`config.mk`:
```
export PLATFORM = sky130hd
export DESIGN_NAME = channel_moving_average_top
export DESIGN_NICKNAME = d
export VERILOG_FILES = /design/src/hdl/chma_pkg.sv /design/src/hdl/chma_ctrl.sv /design/src/hdl/chma_dp.sv /design/src/hdl/channel_moving_average_top.sv
export SDC_FILE = /design/constraint.sdc
export NUM_CORES = 1
export LEC_CHECK = 0
export BUFFER_PORTS_ARGS = -buffer_cell sky130_fd_sc_hd__buf_4
export CORE_UTILIZATION = 50
export DETAILED_ROUTE_END_ITERATION = 8
export PLACE_DENSITY = 0.68
export SYNTH_ARGS = -nofsm -noshare
export SYNTH_HDL_FRONTEND = slang
export SYNTH_HIERARCHICAL = 1
export SYNTH_SLANG_ARGS = --single-unit
```
`constraint.sdc`:
```
create_clock -name clk -period 3 [get_ports clk]
set_clock_uncertainty 0.05 [all_clocks]
set_input_delay 0.45 -clock clk [delete_from_list [all_inputs] [get_ports clk]]
set_output_delay 0.45 -clock clk [all_outputs]
set_load 0.03 [all_outputs]
```
`src/hdl/chma_pkg.sv`:
```
// shared constants, register codes and control structs of the channel moving average
package chma_pkg;

  localparam int WINDOW_MAX_DEF = 64;

  localparam int CODE_W   = 12;
  localparam int CHAN_W   = 8;
  localparam int WIN_W    = 7;
  localparam int FRAC_W   = 8;
  localparam int MEAN_W   = CODE_W + FRAC_W;
  localparam int IDX_W    = 16;
  localparam int CFG_IDX_W  = 1;
  localparam int CFG_DATA_W = 8;

  localparam int IN_TDATA_W  = ((CODE_W + 7) / 8) * 8;
  localparam int IN_TUSER_W  = CHAN_W;
  localparam int OUT_TDATA_W = ((MEAN_W + IDX_W + 7) / 8) * 8;

  localparam int DIV_CNT_W = $clog2(MEAN_W + 1);

  localparam logic [CFG_IDX_W-1:0] CFG_CHANNEL_SELECT = 1'd0;
  localparam logic [CFG_IDX_W-1:0] CFG_WINDOW_LENGTH  = 1'd1;

  localparam logic [CHAN_W-1:0] CHAN_SEL_RST = 8'd0;
  localparam logic [WIN_W-1:0]  WIN_LEN_RST  = 7'd4;

  typedef struct packed {
    logic load;
    logic rd_step;
    logic div_start;
    logic div_step;
    logic out_load;
  } cmd_t;

  typedef struct packed {
    logic match;
    logic rd_empty;
    logic acc_pend;
    logic div_last;
  } stat_t;

endpackage

```
`src/hdl/chma_ctrl.sv`:
```
// sequencer: accept, sum the window, divide, hand the result to the output register
module chma_ctrl (
  input  logic            clk,
  input  logic            rst_n,
  input  logic            in_tvalid,
  output logic            in_tready,
  output logic            out_tvalid,
  input  logic            out_tready,
  input  chma_pkg::stat_t st,
  output chma_pkg::cmd_t  cmd
);
  import chma_pkg::*;

  localparam logic [1:0] IDLE = 2'd0;
  localparam logic [1:0] SUM  = 2'd1;
  localparam logic [1:0] DIV  = 2'd2;
  localparam logic [1:0] OUT  = 2'd3;

  logic [1:0] state_r, state_nxt;
  logic       out_vld_r, out_vld_nxt;
  logic       accept;

  assign in_tready  = (state_r == IDLE);
  assign out_tvalid = out_vld_r;
  assign accept     = in_tvalid && in_tready;

  always_comb begin
    state_nxt = state_r;
    cmd       = '0;
    cmd.load  = accept;
    unique case (state_r)
      IDLE: begin
        if (accept && st.match) state_nxt = SUM;
      end
      SUM: begin
        if (st.rd_empty && !st.acc_pend) begin
          cmd.div_start = 1'b1;
          state_nxt     = DIV;
        end else begin
          cmd.rd_step = !st.rd_empty;
        end
      end
      DIV: begin
        cmd.div_step = 1'b1;
        if (st.div_last) state_nxt = OUT;
      end
      OUT: begin
        // wait for the output register to free up
        if (!out_vld_r || out_tready) begin
          cmd.out_load = 1'b1;
          state_nxt    = IDLE;
        end
      end
      default: state_nxt = IDLE;
    endcase
  end

  always_comb begin
    out_vld_nxt = out_vld_r;
    if (out_vld_r && out_tready) out_vld_nxt = 1'b0;
    if (cmd.out_load) out_vld_nxt = 1'b1;
  end

  always_ff @(posedge clk) begin
    if (!rst_n) begin
      state_r   <= IDLE;
      out_vld_r <= 1'b0;
    end else begin
      state_r   <= state_nxt;
      out_vld_r <= out_vld_nxt;
    end
  end

endmodule

```
`src/hdl/chma_dp.sv`:
```
// datapath: config registers, history ring, window sum and restoring divider
module chma_dp #(
  parameter int WINDOW_MAX = chma_pkg::WINDOW_MAX_DEF
) (
  input  logic                              clk,
  input  logic                              rst_n,
  input  logic                              cfg_we,
  input  logic [chma_pkg::CFG_IDX_W-1:0]    cfg_index,
  input  logic [chma_pkg::CFG_DATA_W-1:0]   cfg_wdata,
  input  logic [chma_pkg::CODE_W-1:0]       in_code,
  input  logic [chma_pkg::CHAN_W-1:0]       in_chan,
  input  logic                              in_last,
  input  chma_pkg::cmd_t                    cmd,
  output chma_pkg::stat_t                   st,
  output logic [chma_pkg::MEAN_W-1:0]       mean_q8,
  output logic [chma_pkg::IDX_W-1:0]        sample_index
);
  import chma_pkg::*;

  localparam int PTR_W = $clog2(WINDOW_MAX);
  localparam int CNT_W = $clog2(WINDOW_MAX + 1);
  localparam int SUM_W = CODE_W + CNT_W;

  // config
  logic [CHAN_W-1:0] chan_sel_r;
  logic [WIN_W-1:0]  win_len_r;

  // history state
  logic [CODE_W-1:0] ring [WINDOW_MAX];
  logic [PTR_W-1:0]  wp_r, wp_nxt;
  logic [CNT_W-1:0]  fill_r, fill_nxt;
  logic [IDX_W-1:0]  seen_r;

  // per-item work
  logic [CNT_W-1:0]  win_c, n_nxt, n_r;
  logic [PTR_W-1:0]  rd_ptr_r, rd_addr;
  logic [CNT_W-1:0]  rd_left_r;
  logic              rd_vld_r;
  logic [CODE_W-1:0] rd_data_r;
  logic [SUM_W-1:0]  sum_r;
  logic [IDX_W-1:0]  idx_r;
  logic [CNT_W-1:0]  rem_r;
  logic [MEAN_W-1:0] quo_r;
  logic [DIV_CNT_W-1:0] div_cnt_r;
  logic [CNT_W:0]    shifted, diff;
  logic              ge;
  logic [MEAN_W-1:0] mean_r;
  logic [IDX_W-1:0]  oidx_r;
  logic              sel_load;

  assign sel_load = cmd.load && st.match;

  always_ff @(posedge clk) begin
    if (!rst_n) begin
      chan_sel_r <= CHAN_SEL_RST;
      win_len_r  <= WIN_LEN_RST;
    end else if (cfg_we) begin
      unique case (cfg_index)
        CFG_CHANNEL_SELECT: chan_sel_r <= cfg_wdata[CHAN_W-1:0];
        CFG_WINDOW_LENGTH:  win_len_r  <= cfg_wdata[WIN_W-1:0];
        default: ;
      endcase
    end
  end

  // zero acts as one, oversize saturates to the ring depth
  always_comb begin
    if (win_len_r == '0)                     win_c = CNT_W'(1);
    else if (32'(win_len_r) > 32'(WINDOW_MAX)) win_c = CNT_W'(WINDOW_MAX);
    else                                     win_c = CNT_W'(win_len_r);
  end

  assign wp_nxt   = (wp_r == PTR_W'(WINDOW_MAX - 1)) ? '0 : wp_r + PTR_W'(1);
  assign fill_nxt = (fill_r == CNT_W'(WINDOW_MAX)) ? fill_r : fill_r + CNT_W'(1);
  assign n_nxt    = (fill_nxt < win_c) ? fill_nxt : win_c;

  always_ff @(posedge clk) begin
    if (!rst_n) begin
      wp_r   <= '0;
      fill_r <= '0;
      seen_r <= '0;
    end else if (cmd.load) begin
      if (in_last) begin
        wp_r   <= '0;
        fill_r <= '0;
        seen_r <= '0;
      end else if (st.match) begin
        wp_r   <= wp_nxt;
        fill_r <= fill_nxt;
        if (seen_r != '1) seen_r <= seen_r + IDX_W'(1);
      end
    end
  end

  // ring write and registered read
  assign rd_addr = (rd_ptr_r == '0) ? PTR_W'(WINDOW_MAX - 1) : rd_ptr_r - PTR_W'(1);

  always_ff @(posedge clk) begin
    if (sel_load) ring[wp_r] <= in_code;
  end

  always_ff @(posedge clk) begin
    rd_data_r <= ring[rd_addr];
  end

  always_ff @(posedge clk) begin
    if (!rst_n) begin
      rd_left_r <= '0;
      rd_vld_r  <= 1'b0;
    end else begin
      rd_vld_r <= cmd.rd_step;
      if (sel_load)          rd_left_r <= n_nxt;
      else if (cmd.rd_step)  rd_left_r <= rd_left_r - CNT_W'(1);
    end
  end

  // newest entry first, walking backwards through the ring
  always_ff @(posedge clk) begin
    if (sel_load) begin
      rd_ptr_r <= wp_nxt;
      n_r      <= n_nxt;
      idx_r    <= seen_r;
      sum_r    <= '0;
    end else begin
      if (cmd.rd_step) rd_ptr_r <= rd_addr;
      if (rd_vld_r)    sum_r    <= sum_r + SUM_W'(rd_data_r);
    end
  end

  // restoring divide of sum*256 by n; the top bits already sit below n
  assign shifted = {rem_r, quo_r[MEAN_W-1]};
  assign ge      = shifted >= {1'b0, n_r};
  assign diff    = shifted - {1'b0, n_r};

  always_ff @(posedge clk) begin
    if (cmd.div_start) begin
      rem_r <= sum_r[SUM_W-1:CODE_W];
      quo_r <= {sum_r[CODE_W-1:0], {FRAC_W{1'b0}}};
    end else if (cmd.div_step) begin
      rem_r <= ge ? diff[CNT_W-1:0] : shifted[CNT_W-1:0];
      quo_r <= {quo_r[MEAN_W-2:0], ge};
    end
  end

  always_ff @(posedge clk) begin
    if (!rst_n) begin
      div_cnt_r <= '0;
    end else if (cmd.div_start) begin
      div_cnt_r <= DIV_CNT_W'(MEAN_W);
    end else if (cmd.div_step) begin
      div_cnt_r <= div_cnt_r - DIV_CNT_W'(1);
    end
  end

  always_ff @(posedge clk) begin
    if (cmd.out_load) begin
      mean_r <= quo_r;
      oidx_r <= idx_r;
    end
  end

  assign st.match    = (in_chan == chan_sel_r);
  assign st.rd_empty = (rd_left_r == '0);
  assign st.acc_pend = rd_vld_r;
  assign st.div_last = (div_cnt_r == DIV_CNT_W'(1));

  assign mean_q8      = mean_r;
  assign sample_index = oidx_r;

endmodule

```
`src/hdl/channel_moving_average_top.sv`:
```
// top level of the channel moving average
//
//  channel | direction | tdata (low bit up)                     | side band
//  in_     | slave     | raw_code[11:0], zero pad to 16         | tuser source channel, tlast
//  out_    | master    | mean_q8[19:0], sample_index[35:20], pad| none
//  cfg_    | write     | cfg_wdata, register at cfg_index       | cfg_we
//
// an item on the selected channel gives its result after n ring reads, n being the samples
// averaged, the close of the sum, a 20-step restoring divider and the output load; the
// input reopens once that result is loaded, so the block takes no new item before it
// is through with the last; items on other channels give no result, input stays open
// rst_n is synchronous; it restores the register defaults and empties the history
// the output register holds one result; a stalled out_ stops the divider hand-off and input
module channel_moving_average_top #(
  parameter int WINDOW_MAX = chma_pkg::WINDOW_MAX_DEF
) (
  input  logic                               clk,
  input  logic                               rst_n,
  input  logic                               in_tvalid,
  output logic                               in_tready,
  input  logic [chma_pkg::IN_TDATA_W-1:0]    in_tdata,   // raw_code
  input  logic [chma_pkg::IN_TUSER_W-1:0]    in_tuser,   // source channel
  input  logic                               in_tlast,
  output logic                               out_tvalid,
  input  logic                               out_tready,
  output logic [chma_pkg::OUT_TDATA_W-1:0]   out_tdata,  // mean_q8, sample_index
  input  logic                               cfg_we,
  input  logic [chma_pkg::CFG_IDX_W-1:0]     cfg_index,
  input  logic [chma_pkg::CFG_DATA_W-1:0]    cfg_wdata
);
  import chma_pkg::*;

  cmd_t              cmd;
  stat_t             st;
  logic [MEAN_W-1:0] mean_q8;
  logic [IDX_W-1:0]  sample_index;

  chma_ctrl u_ctrl (
    .clk        (clk),
    .rst_n      (rst_n),
    .in_tvalid  (in_tvalid),
    .in_tready  (in_tready),
    .out_tvalid (out_tvalid),
    .out_tready (out_tready),
    .st         (st),
    .cmd        (cmd)
  );

  chma_dp #(
    .WINDOW_MAX (WINDOW_MAX)
  ) u_dp (
    .clk          (clk),
    .rst_n        (rst_n),
    .cfg_we       (cfg_we),
    .cfg_index    (cfg_index),
    .cfg_wdata    (cfg_wdata),
    .in_code      (in_tdata[CODE_W-1:0]),
    .in_chan      (in_tuser[CHAN_W-1:0]),
    .in_last      (in_tlast),
    .cmd          (cmd),
    .st           (st),
    .mean_q8      (mean_q8),
    .sample_index (sample_index)
  );

  assign out_tdata = OUT_TDATA_W'({sample_index, mean_q8});

  // an item on another channel never holds up the next one
  a_skip_free: assert property (@(posedge clk) disable iff (!rst_n)
    (in_tvalid && in_tready && !st.match) |=> in_tready)
    else $error("item on another channel stalled the input");

  // a selected item keeps the input closed while it is worked on
  a_busy: assert property (@(posedge clk) disable iff (!rst_n)
    (in_tvalid && in_tready && st.match) |=> !in_tready)
    else $error("input reopened before the mean was done");

  // a result never overwrites one still waiting
  a_no_overwrite: assert property (@(posedge clk) disable iff (!rst_n)
    cmd.out_load |-> (!out_tvalid || out_tready))
    else $error("output register overwritten");

  // the ring reads and the divider only run with the input closed
  a_div_busy: assert property (@(posedge clk) disable iff (!rst_n)
    (cmd.div_step || cmd.rd_step) |-> !in_tready)
    else $error("datapath busy while input open");

endmodule
```
==> run_results.csv, run 1 <==
group,metric,value,unit
status,status,"complete, but fails checks",
status,violations,"setup timing",
global_route,grt_max_degree,65,
critical_path,crit_required,3.50,ns
logic_synthesis,syn_area_per_cell,13.3,µm²
timing,hold_ws,0.0451,ns
global_route,grtUsageTotal,23.4,%
pwr,p_seq_share,54.7,%
timing,tightest_slew,0.883,ns
global_route,grt_pass1_wl,140,mm
floorplan,coreArea,77300,µm²
placement,gp_congestion,0.888,
floorplan,rows,102,
logic_synthesis,synth_flop_cell,"edfxtp_1",
finish,layout.nets,3221,
logic_synthesis,syn-cell-area,39100,µm²
critical_path,r2r_slack,-0.05,ns
placement,dp_slack,-0.224,ns
logic_synthesis,yosysUniqueCellTypes,76,
floorplan,initial_core_util,50.5,%
finish,fillers,5871,
worst_hold_path,hold_path.class,"in -> reg",
clocking,cts_buffers,95,
floorplan,die-area,79300,µm²
logic_synthesis,synth_edf_count,852,
pwr,clkPwrFrac,41.5,%
finish,final_cell_mix,"edfxtp_1, nand2_1, buf_4, nor2_1, clkbuf_16",
finish,seq_area,27600,µm²
detailed_routing,first_pass_iters,7,
placement,hpwl,56.5,mm
finish,areaGrowthSynthToFinish,17.8,%
clocking,cts.sinks,951,
logic_synthesis,yosysWarnings,6,
pwr,p_sw,5520,µW
pwr,power.total,26800,µW
timing,rsz0062_at_grt,"yes",
detailed_routing,vias_per_cell,5.79,
global_route,antenna_found_initial,1,
critical_path,worst_path_most_repeated_cell,"buf_12",
logic_synthesis,synth_cells,2933,
clocking,cts_root_buf,"clkbuf_16",
timing,timing.slew.headroom,40.9,%
timing,setup_viol,2,
run,cap_violations,0,
clocking,cts_tree,"done",
finish,multiInputGateArea,11100,µm²
pwr,p_comb_share,3.8,%
critical_path,slowest_stage,"edfxtp_1",
placement,io_buffers,72,
clocking,htree_levels,3,
logic_synthesis,synth-async-reset-ratio,0,%
pwr,swShare,20.6,%
critical_path,worstSetupPathType,"reg -> reg",
logic_synthesis,ys_ff_latch,951,
critical_path,cp-end-kind,"register",
detailed_routing,wl_per_cell,22.0,µm
timing,timing.final.ws_setup,-0.0518,ns
pwr,worst_ir_drop_vdd,0.485,mV
pwr,power.density,582,nW/µm²
clocking,ctsLongestPathBuffers,3,
finish,final_cell_count_no_fill,4258,
pwr,leakage,0.0160,µW
timing,fmax,328,MHz
clocking,clkTransAtPathRegs,0.06,ns
finish,layout-drive-gt1-share,17.6,%
detailed_routing,drcViolationCount,0,
critical_path,crit_fanout,20,
detailed_routing,drtIter0Drc,2491,
critical_path,slowest_delay,0.41,ns
timing,final_max_slew_viol_count,0,
floorplan,die_w,282,µm
critical_path,crit_chain,"inv_2 -> ha_4 -> nor3b_4 -> a21oi_4 -> buf_12 -> buf_12 -> buf_12 -> mux2i_2 -> mux2i_1 -> a32o_2 -> a221oi_2 -> buf_4 -> o22ai_2 -> a221o_1",
critical_path,cp-start-kind,"register",
critical_path,crit_arrival,3.56,ns
timing,layout_worst_path_cycle_share,102,%
global_route,overflow,0,
logic_synthesis,yosysSeqAreaShare,70.6,%
detailed_routing,vias,24700,
pwr,intPower,21300,µW
finish,layout_commonest_cell,"edfxtp_1",
timing,final_hold_viol_count,0,
detailed_routing,totalWireLength,93.8,mm
clocking,clock_latency,0.66,ns
timing,finalCriticalPeriod,3.05,ns
placement,dp_cells,4069,
floorplan,die_h,282,µm
global_route,first_global_vias,24100,
floorplan,io_pins,81,
detailed_routing,ant_nets,0,
-- state kept, by name, indices dropped and copies added, names as in the netlist, 12 cells and up --
name and flops:
u_dp/sample_index 16, u_dp/ring 768, u_dp/sum_r 19, u_dp/rd_data_r 12, u_dp/mean_q8 20, u_dp/quo_r 20, u_dp/idx_r 16, u_dp/seen_r 16
-- cell usage after synthesis (19+ instances only) --
| library cell | n | area share [%] |
|---|---|---|
| nand2_1 | 575 | 5.5 |
| dfxtp_1 | 99 | 5.1 |
| a211oi_1 | 103 | 2.0 |
| a32o_1 | 24 | 0.61 |
| o21ai_0 | 70 | 0.90 |
| nor2b_1 | 30 | 0.48 |
| edfxtp_1 | 852 | 65 |
| xnor2_1 | 33 | 0.74 |
| and2_1 | 92 | 1.5 |
| inv_1 | 30 | 0.29 |
| clkbuf_1 | 100 | 0.96 |
| mux2i_1 | 103 | 2.6 |
| buf_2 | 63 | 0.81 |
| nand3_1 | 96 | 1.2 |
| o221ai_1 | 23 | 0.52 |
| a21oi_1 | 49 | 0.63 |
| a31oi_1 | 77 | 1.2 |
| nor2_1 | 144 | 1.4 |
| a311oi_1 | 24 | 0.54 |
| a221oi_1 | 19 | 0.43 |
| xor2_1 | 23 | 0.52 |
| ha_1 | 39 | 1.2 |
| nand3b_1 | 35 | 0.67 |
-- worst max-delay path, delay by kind of cell, from the launching register on --
family          cells  cell delay, ns
simple gates        1            0.28
mux                 2            0.32
buf+inv             5            0.76
flops               1            0.41
compound gates      5            0.96
fa+ha+maj           1            0.15
-- worst paths after layout --
kind         depth (start not counted)        startpoint                     to
max                                 14  u_dp/rd_ptr_r[0]      u_dp/rd_data_r[2]
min                                  3      cfg_wdata[0]     u_dp/chan_sel_r[0]
max reg2reg                         14  u_dp/rd_ptr_r[0]      u_dp/rd_data_r[2]
min reg2reg                          0    u_dp/idx_r[12]  u_dp/sample_index[12]
-- through the flow --
step                cell area, µm²  util (%)  setup TNS [ns]
floorplan                    39100         -           -7.37
global placement             42200      54.6          -0.411
detailed placement           42200      54.6           -1.78
CTS                          45500      58.8               0
global route                 46000      59.5          -0.896
finish                       46000      59.5         -0.0694
-- per-layer routing --
metal / track usage, % / routed length (µm) / part of all wire (%)
met4: 8.81 / 3310 / 3.5
met2: 38.5 / 45000 / 48
met3: 3.61 / 6480 / 6.9
met5: 0 / 13 / 0.014
met1: 31.6 / 39000 / 42
-- logic make-up after synthesis --
logic type      count (synthesis)  synth area share (%)
buf+inv                       224                  2.57
flops                         951                  70.6
compound gates                490                  9.05
fa+ha+maj                      41                  1.35
xor+xnor                       56                  1.26
simple gates                 1059                  12.3
other cells                     1               0.00960
mux                           111                  2.93
-- cell type report --
class / instances / share of cell area (%)
Inverter: 31 / 0.253
Sequential cell: 951 / 59.9
Antenna cell: 1 / 0.00544
Clock buffer: 125 / 5.55
Multi-Input combinational cell: 1761 / 24.1
Clock inverter: 48 / 0.775
Timing Repair Buffer: 301 / 6.65
Tap cell: 1040 / 2.83
-- repair_timing --
item	CTS	global route
pin swaps	2	14
endpoints found under the hold margin	3	0
hold buffers	3	0
setup endpoints to repair	12	22
resized for setup	42	81
buffers inserted	2	6
gates cloned	1	5
-- power groups by stage --
stage	registers, µW	clock network [µW]	logic (µW)
detailed placement	14900	0	1010
finish	14600	11100	1030
floorplan	14900	0	596
global placement	14900	0	957
global route	14600	11800	1130
CTS	14600	11300	1020
No activity file was read; power rests on OpenSTA's default activity.
==> run 2, diff against run 1 <==
Settings changed: PLACE_DENSITY 0.68 to 0.66.
Clock period 3 ns to 2.9 ns, I/O delays scaled along.
==> run 2 against run 1 <==
The flow still finishes with violations (setup timing). Non-clock buffer count rose by 75. Sequential cell count did not move. Combinational power rose by 7%. First-iteration DRC count fell by 6.7%. Count of clock-buffer cells in the layout rose by 4. Setup slack got worse by 0.072 ns. Clock power rose by 12%. Critical endpoint unchanged.
==> run_results.csv, run 2 (same netlist as run 1, synthesis figures left out) <==
group,metric,value,unit
detailed_routing,vias_per_cell,5.83,
placement,dp_slack,-0.291,ns
finish,final_cell_mix,"edfxtp_1, nand2_1, buf_4, nor2_1, clkbuf_16",
timing,final_hold_viol_count,0,
critical_path,slowest_stage,"edfxtp_1",
clocking,cts_tree,"done",
clocking,clock_latency,0.66,ns
floorplan,die_w,282,µm
finish,seq_area,27600,µm²
placement,gp_congestion,0.899,
global_route,antenna_found_initial,1,
finish,top_register,"u_dp/ring",
detailed_routing,vias,25300,
finish,layout-drive-gt1-share,22.6,%
timing,tightest_slew,0.838,ns
floorplan,rows,102,
global_route,first_global_vias,24900,
floorplan,coreArea,77300,µm²
worst_hold_path,hold_path.class,"in -> reg",
critical_path,crit_family,"compound AO/OA/AOI/OAI gates",
finish,largest_reg_flops,768,
finish,final_cell_count_no_fill,4336,
detailed_routing,drtIter0Drc,2324,
placement,hpwl,57.3,mm
floorplan,initial_core_util,50.5,%
global_route,grt_max_degree,65,
timing,timing.slew.headroom,43.9,%
clocking,cts.sinks,951,
pwr,power.density,598,nW/µm²
critical_path,r2r_start,"u_dp/rd_ptr_r[1]",
clocking,cts_buffers,95,
detailed_routing,totalWireLength,97.3,mm
detailed_routing,drcViolationCount,0,
timing,finalCriticalPeriod,3.02,ns
detailed_routing,first_pass_iters,6,
run,cap_violations,0,
clocking,htree_levels,3,
floorplan,die-area,79300,µm²
detailed_routing,ant_nets,0,
worst_hold_path,holdCritStartpoint,"cfg_index",
finish,layout_commonest_cell,"edfxtp_1",
critical_path,crit_arrival,3.52,ns
global_route,overflow,0,
pwr,worst_ir_drop_vdd,0.584,mV
status,violations,"setup timing",
detailed_routing,wl_per_cell,22.4,µm
critical_path,cp-end-kind,"register",
floorplan,io_pins,81,
clocking,ctsLongestPathBuffers,3,
timing,timing.final.ws_setup,-0.124,ns
placement,io_buffers,72,
timing,layout_worst_path_cycle_share,104,%
global_route,grt_pass1_wl,146,mm
global_route,grtUsageTotal,24.4,%
finish,antennaDiodeCount,0,
finish,areaGrowthSynthToFinish,22.4,%
finish,layout.nets,3298,
clocking,cts_root_buf,"clkbuf_16",
pwr,leakage,0.0168,µW
timing,setup_viol,12,
critical_path,crit_fanout,33,
critical_path,crit_required,3.39,ns
critical_path,worstSetupPathType,"reg -> reg",
finish,fillers,5663,
critical_path,cp_num_buf_inv,3,
status,status,"complete, but fails checks",
critical_path,crit_chain,"inv_2 -> ha_4 -> nor3b_4 -> a21oi_4 -> buf_12 -> mux2i_2 -> mux2i_1 -> a32o_1 -> a221oi_2 -> buf_4 -> o22ai_2 -> a221o_1",
floorplan,die_h,282,µm
placement,dp_cells,4105,
critical_path,slowest_delay,0.37,ns
clocking,clkTransAtPathRegs,0.06,ns
critical_path,cp-start-kind,"register",
finish,multiInputGateArea,11600,µm²
timing,rsz0062_at_grt,"yes",
timing,final_max_slew_viol_count,0,
critical_path,r2r_slack,-0.12,ns
timing,fmax,331,MHz
critical_path,cp-startpoint,"u_dp/rd_ptr_r[1]",
[run 2: cell types whose count changed in the layout (fill, tap and decap cells not counted), sizes merged, moves of 3 or more]
cell / change
bufinv: +4
bufbuf: +4
dlygate4sd3: +5
buf: +70
inv: +3
clkinv: -14
clkinvlp: +5
[run 2: what timing repair did]
item                       CTS  global route
pin swaps                   68            17
hold endpoints to repair    12             0
gates resized for setup    203            40
hold buffers                 8             0
gates cloned                16             2
setup endpoints to repair   23            30
setup buffers               31             5
[run 2: routing by layer]
layer / vias to the layer above / track usage [%] / share of wire (%)
met5: - / 0 / 0
met4: 0 / 9.34 / 3.8
met3: 220 / 3.41 / 6.5
met2: 966 / 40.7 / 49
met1: 12600 / 32.4 / 41
li1: 11500 / - / -
[run 2: power by group]
part           switching (µW)  internal, µW
Clock                    5110          7270
Combinational             672           425
Sequential               87.9         15000
Total                    5870         22700
[run 2: tightest hold or removal path, delay by kind of cell]
family | cells | cell delay [ns]
buffers and inverters | 1 | 0.13
AND/OR/NAND/NOR | 2 | 0.17
[run 2: through the flow]
stage          total power, µW  TNS (ns)  cell area, µm²  hold WS (ns)  util [%]
2_1_floorplan            16000    -33.49           39100         0.350         -
3_3_place_gp             16400     -1.94           42700         0.354      55.3
3_5_place_dp             16500     -2.64           42700         0.355      55.3
4_1_cts                  28800    -0.285           47600        0.0334      61.6
5_1_grt                  29400     -2.20           47800        0.0563      61.9
6_report                 28600    -0.833           47800        0.0685      61.9
[run 2: final cells by class]
class	count	area share, %
repair buffers	376	8.55
inverters	31	0.243
clock inverters	46	0.989
multi-input cells	1763	24.2
well taps	1040	2.72
clock buffers	129	5.65
flip-flops and latches	951	57.6
[run 2: final timing paths]
kind,to,cells past startpoint
worst max register to register,u_dp/rd_data_r[2],12
worst min-delay path,u_dp/win_len_r[2],3
worst max-delay path,u_dp/rd_data_r[2],12
worst min register to register,u_dp/sample_index[2],0
==> run 3, diff against run 2 <==
Settings changed: RECOVER_POWER set to 50.
==> run 3 against run 2 <==
The flow finishes with violations (capacitance limit, slew limit, setup timing). Core utilization decreased by 0.26 points. Combinational power about the same. Total power about the same. Die area unchanged. Cell count unchanged. Hold slack got worse by 0.0022 ns. Critical path depth unchanged. Clock power about the same. Sequential cell count unchanged. Global-route usage unchanged. Critical path type unchanged. Largest cell class unchanged. First-iteration DRC count decreased by 0.30%.
==> run_results.csv, run 3 (same netlist as run 1, synthesis figures left out) <==
group,metric,value,unit
finish,largest_reg_flops,768,
detailed_routing,first_pass_iters,6,
detailed_routing,drcViolationCount,0,
finish,areaGrowthSynthToFinish,21.9,%
critical_path,worstSetupPathType,"reg -> reg",
finish,fin_util,61.6,%
pwr,worst_ir_drop_vdd,0.585,mV
detailed_routing,vias_per_cell,5.82,
finish,final_cell_mix,"edfxtp_1, nand2_1, buf_4, nor2_1, clkbuf_16",
timing,layout_worst_path_cycle_share,104,%
clocking,cts.sinks,951,
timing,finalCriticalPeriod,3.02,ns
worst_hold_path,whs_path_depth,3,
timing,hold_ws,0.0663,ns
finish,layout-drive-gt1-share,21.2,%
global_route,grt_max_degree,65,
global_route,antenna_found_initial,1,
floorplan,die_w,282,µm
floorplan,rows,102,
pwr,leakage,0.0166,µW
clocking,cts_root_buf,"clkbuf_16",
finish,fillers,5702,
clocking,cts_buffers,95,
detailed_routing,vias,25200,
finish,top_register,"u_dp/ring",
run,cap_violations,9,
pwr,swShare,20.5,%
floorplan,initial_core_util,50.5,%
global_route,grtUsageTotal,24.4,%
critical_path,crit_arrival,3.52,ns
placement,io_buffers,72,
timing,final_max_slew_viol_count,584,
pwr,clkPwrFrac,43.3,%
critical_path,cp-end-kind,"register",
clocking,clkTransAtPathRegs,0.06,ns
placement,hpwl,57.3,mm
timing,tightest_slew,1.61,ns
status,violations,"capacitance limit, slew limit, setup timing",
global_route,grt_pass1_wl,146,mm
pwr,p_seq_share,52.9,%
timing,timing.slew.headroom,-7.58,%
critical_path,slowest_delay,0.37,ns
floorplan,die_h,282,µm
finish,seq_area,27600,µm²
timing,timing.final.ws_setup,-0.124,ns
worst_hold_path,hold_path.class,"in -> reg",
critical_path,crit_required,3.40,ns
global_route,first_global_vias,24900,
clocking,ctsLongestPathBuffers,3,
critical_path,crit_fanout,33,
critical_path,cp-start-kind,"register",
finish,layout_commonest_cell,"edfxtp_1",
detailed_routing,drtIter0Drc,2317,
detailed_routing,ant_nets,0,
floorplan,io_pins,81,
clocking,cts_tree,"done",
floorplan,die-area,79300,µm²
floorplan,coreArea,77300,µm²
pwr,power.density,601,nW/µm²
detailed_routing,totalWireLength,97.2,mm
clocking,clock_latency,0.65,ns
timing,fmax,331,MHz
placement,gp_congestion,0.899,
finish,antennaDiodeCount,0,
critical_path,ff2ff_path_depth,12,
global_route,overflow,0,
timing,rsz0062_at_grt,"yes",
finish,layout.nets,3298,
clocking,htree_levels,3,
critical_path,crit_chain,"inv_2 -> ha_4 -> nor3b_4 -> a21oi_4 -> buf_12 -> mux2i_2 -> mux2i_1 -> a32o_1 -> a221oi_2 -> buf_4 -> o22ai_2 -> a221o_1",
status,status,"complete, but fails checks",
critical_path,slowest_stage,"edfxtp_1",
finish,multiInputGateArea,11600,µm²
timing,final_hold_viol_count,0,
timing,setup_viol,12,
detailed_routing,wl_per_cell,22.4,µm
pwr,intPower,22700,µW
pwr,p_sw,5880,µW
pwr,p_comb_share,3.8,%
[run 3: cell count changes in the layout (fill, tap and decap cells not counted)]
cell	previous run	this run
nor3b_2	1	0
buf_4	264	206
clkbuf_1	22	63
nor3b_1	1	2
clkbuf_2	0	12
nand3_2	2	1
clkbuf_4	0	4
and2b_1	0	1
and2b_2	1	0
nand3_1	95	96
buf_1	0	1
[run 3: power by group through the flow]
stage / sequential (µW) / combinational, µW / clock (µW)
2_1_floorplan: 15400 / 617 / 0
3_3_place_gp: 15400 / 995 / 0
3_5_place_dp: 15400 / 1040 / 0
4_1_cts: 15100 / 1090 / 12600
5_1_grt: 15100 / 1190 / 13100
6_report: 15100 / 1090 / 12400
[run 3: stage by stage]
stage / TNS, ns / total power (µW) / setup WS [ns] / std cells / instance area, µm²
2_1_floorplan: -33.49 / 16000 / -0.157 / 2936 / 39100
3_3_place_gp: -1.94 / 16400 / -0.298 / 4105 / 42700
3_5_place_dp: -2.64 / 16500 / -0.291 / 4105 / 42700
4_1_cts: -0.285 / 28800 / -0.0625 / 4331 / 47600
5_1_grt: -2.20 / 29500 / -0.217 / 4336 / 47600
6_report: -0.890 / 28600 / -0.124 / 4336 / 47600
[run 3: area by class of cell]
type / count / share of cell area (%)
Tap cell: 1040 / 2.73
Multi-Input combinational cell: 1763 / 24.3
Timing Repair Buffer: 376 / 8.19
Sequential cell: 951 / 57.9
Clock inverter: 46 / 0.993
Clock buffer: 129 / 5.68
Inverter: 31 / 0.244
[run 3: final timing paths]
kind / startpoint / slack (ns) / to
worst max-delay path: u_dp/rd_ptr_r[1] / -0.12 / u_dp/rd_data_r[2]
worst min-delay path: cfg_we / 0.07 / u_dp/win_len_r[2]
worst max register to register: u_dp/rd_ptr_r[1] / -0.12 / u_dp/rd_data_r[2]
worst min register to register: u_dp/idx_r[2] / 0.37 / u_dp/sample_index[2]
[run 3: metal layers]
layer	global-route usage, %	vias to the layer above	wire length, µm
met5	0	-	0
met2	40.7	929	47300
met3	3.41	222	6030
met4	9.34	0	3800
li1	-	11500	-
met1	32.4	12600	40100
[run 3: repair_timing]
item                                    CTS  global route
pin swaps                                68            17
endpoints found under the hold margin    12             0
resized for setup                       203            40
hold buffers                              8             0
endpoints found under the setup margin   23            30
cloned                                   16             2
setup buffers                            31             5
[run 3: worst max-delay path: cells and delay by family (launching register included)]
family | cells | cell delay [ns]
compound gates | 5 | 1.18
simple gates | 1 | 0.16
flops | 1 | 0.37
fa+ha+maj | 1 | 0.16
mux | 2 | 0.43
buf+inv | 3 | 0.53
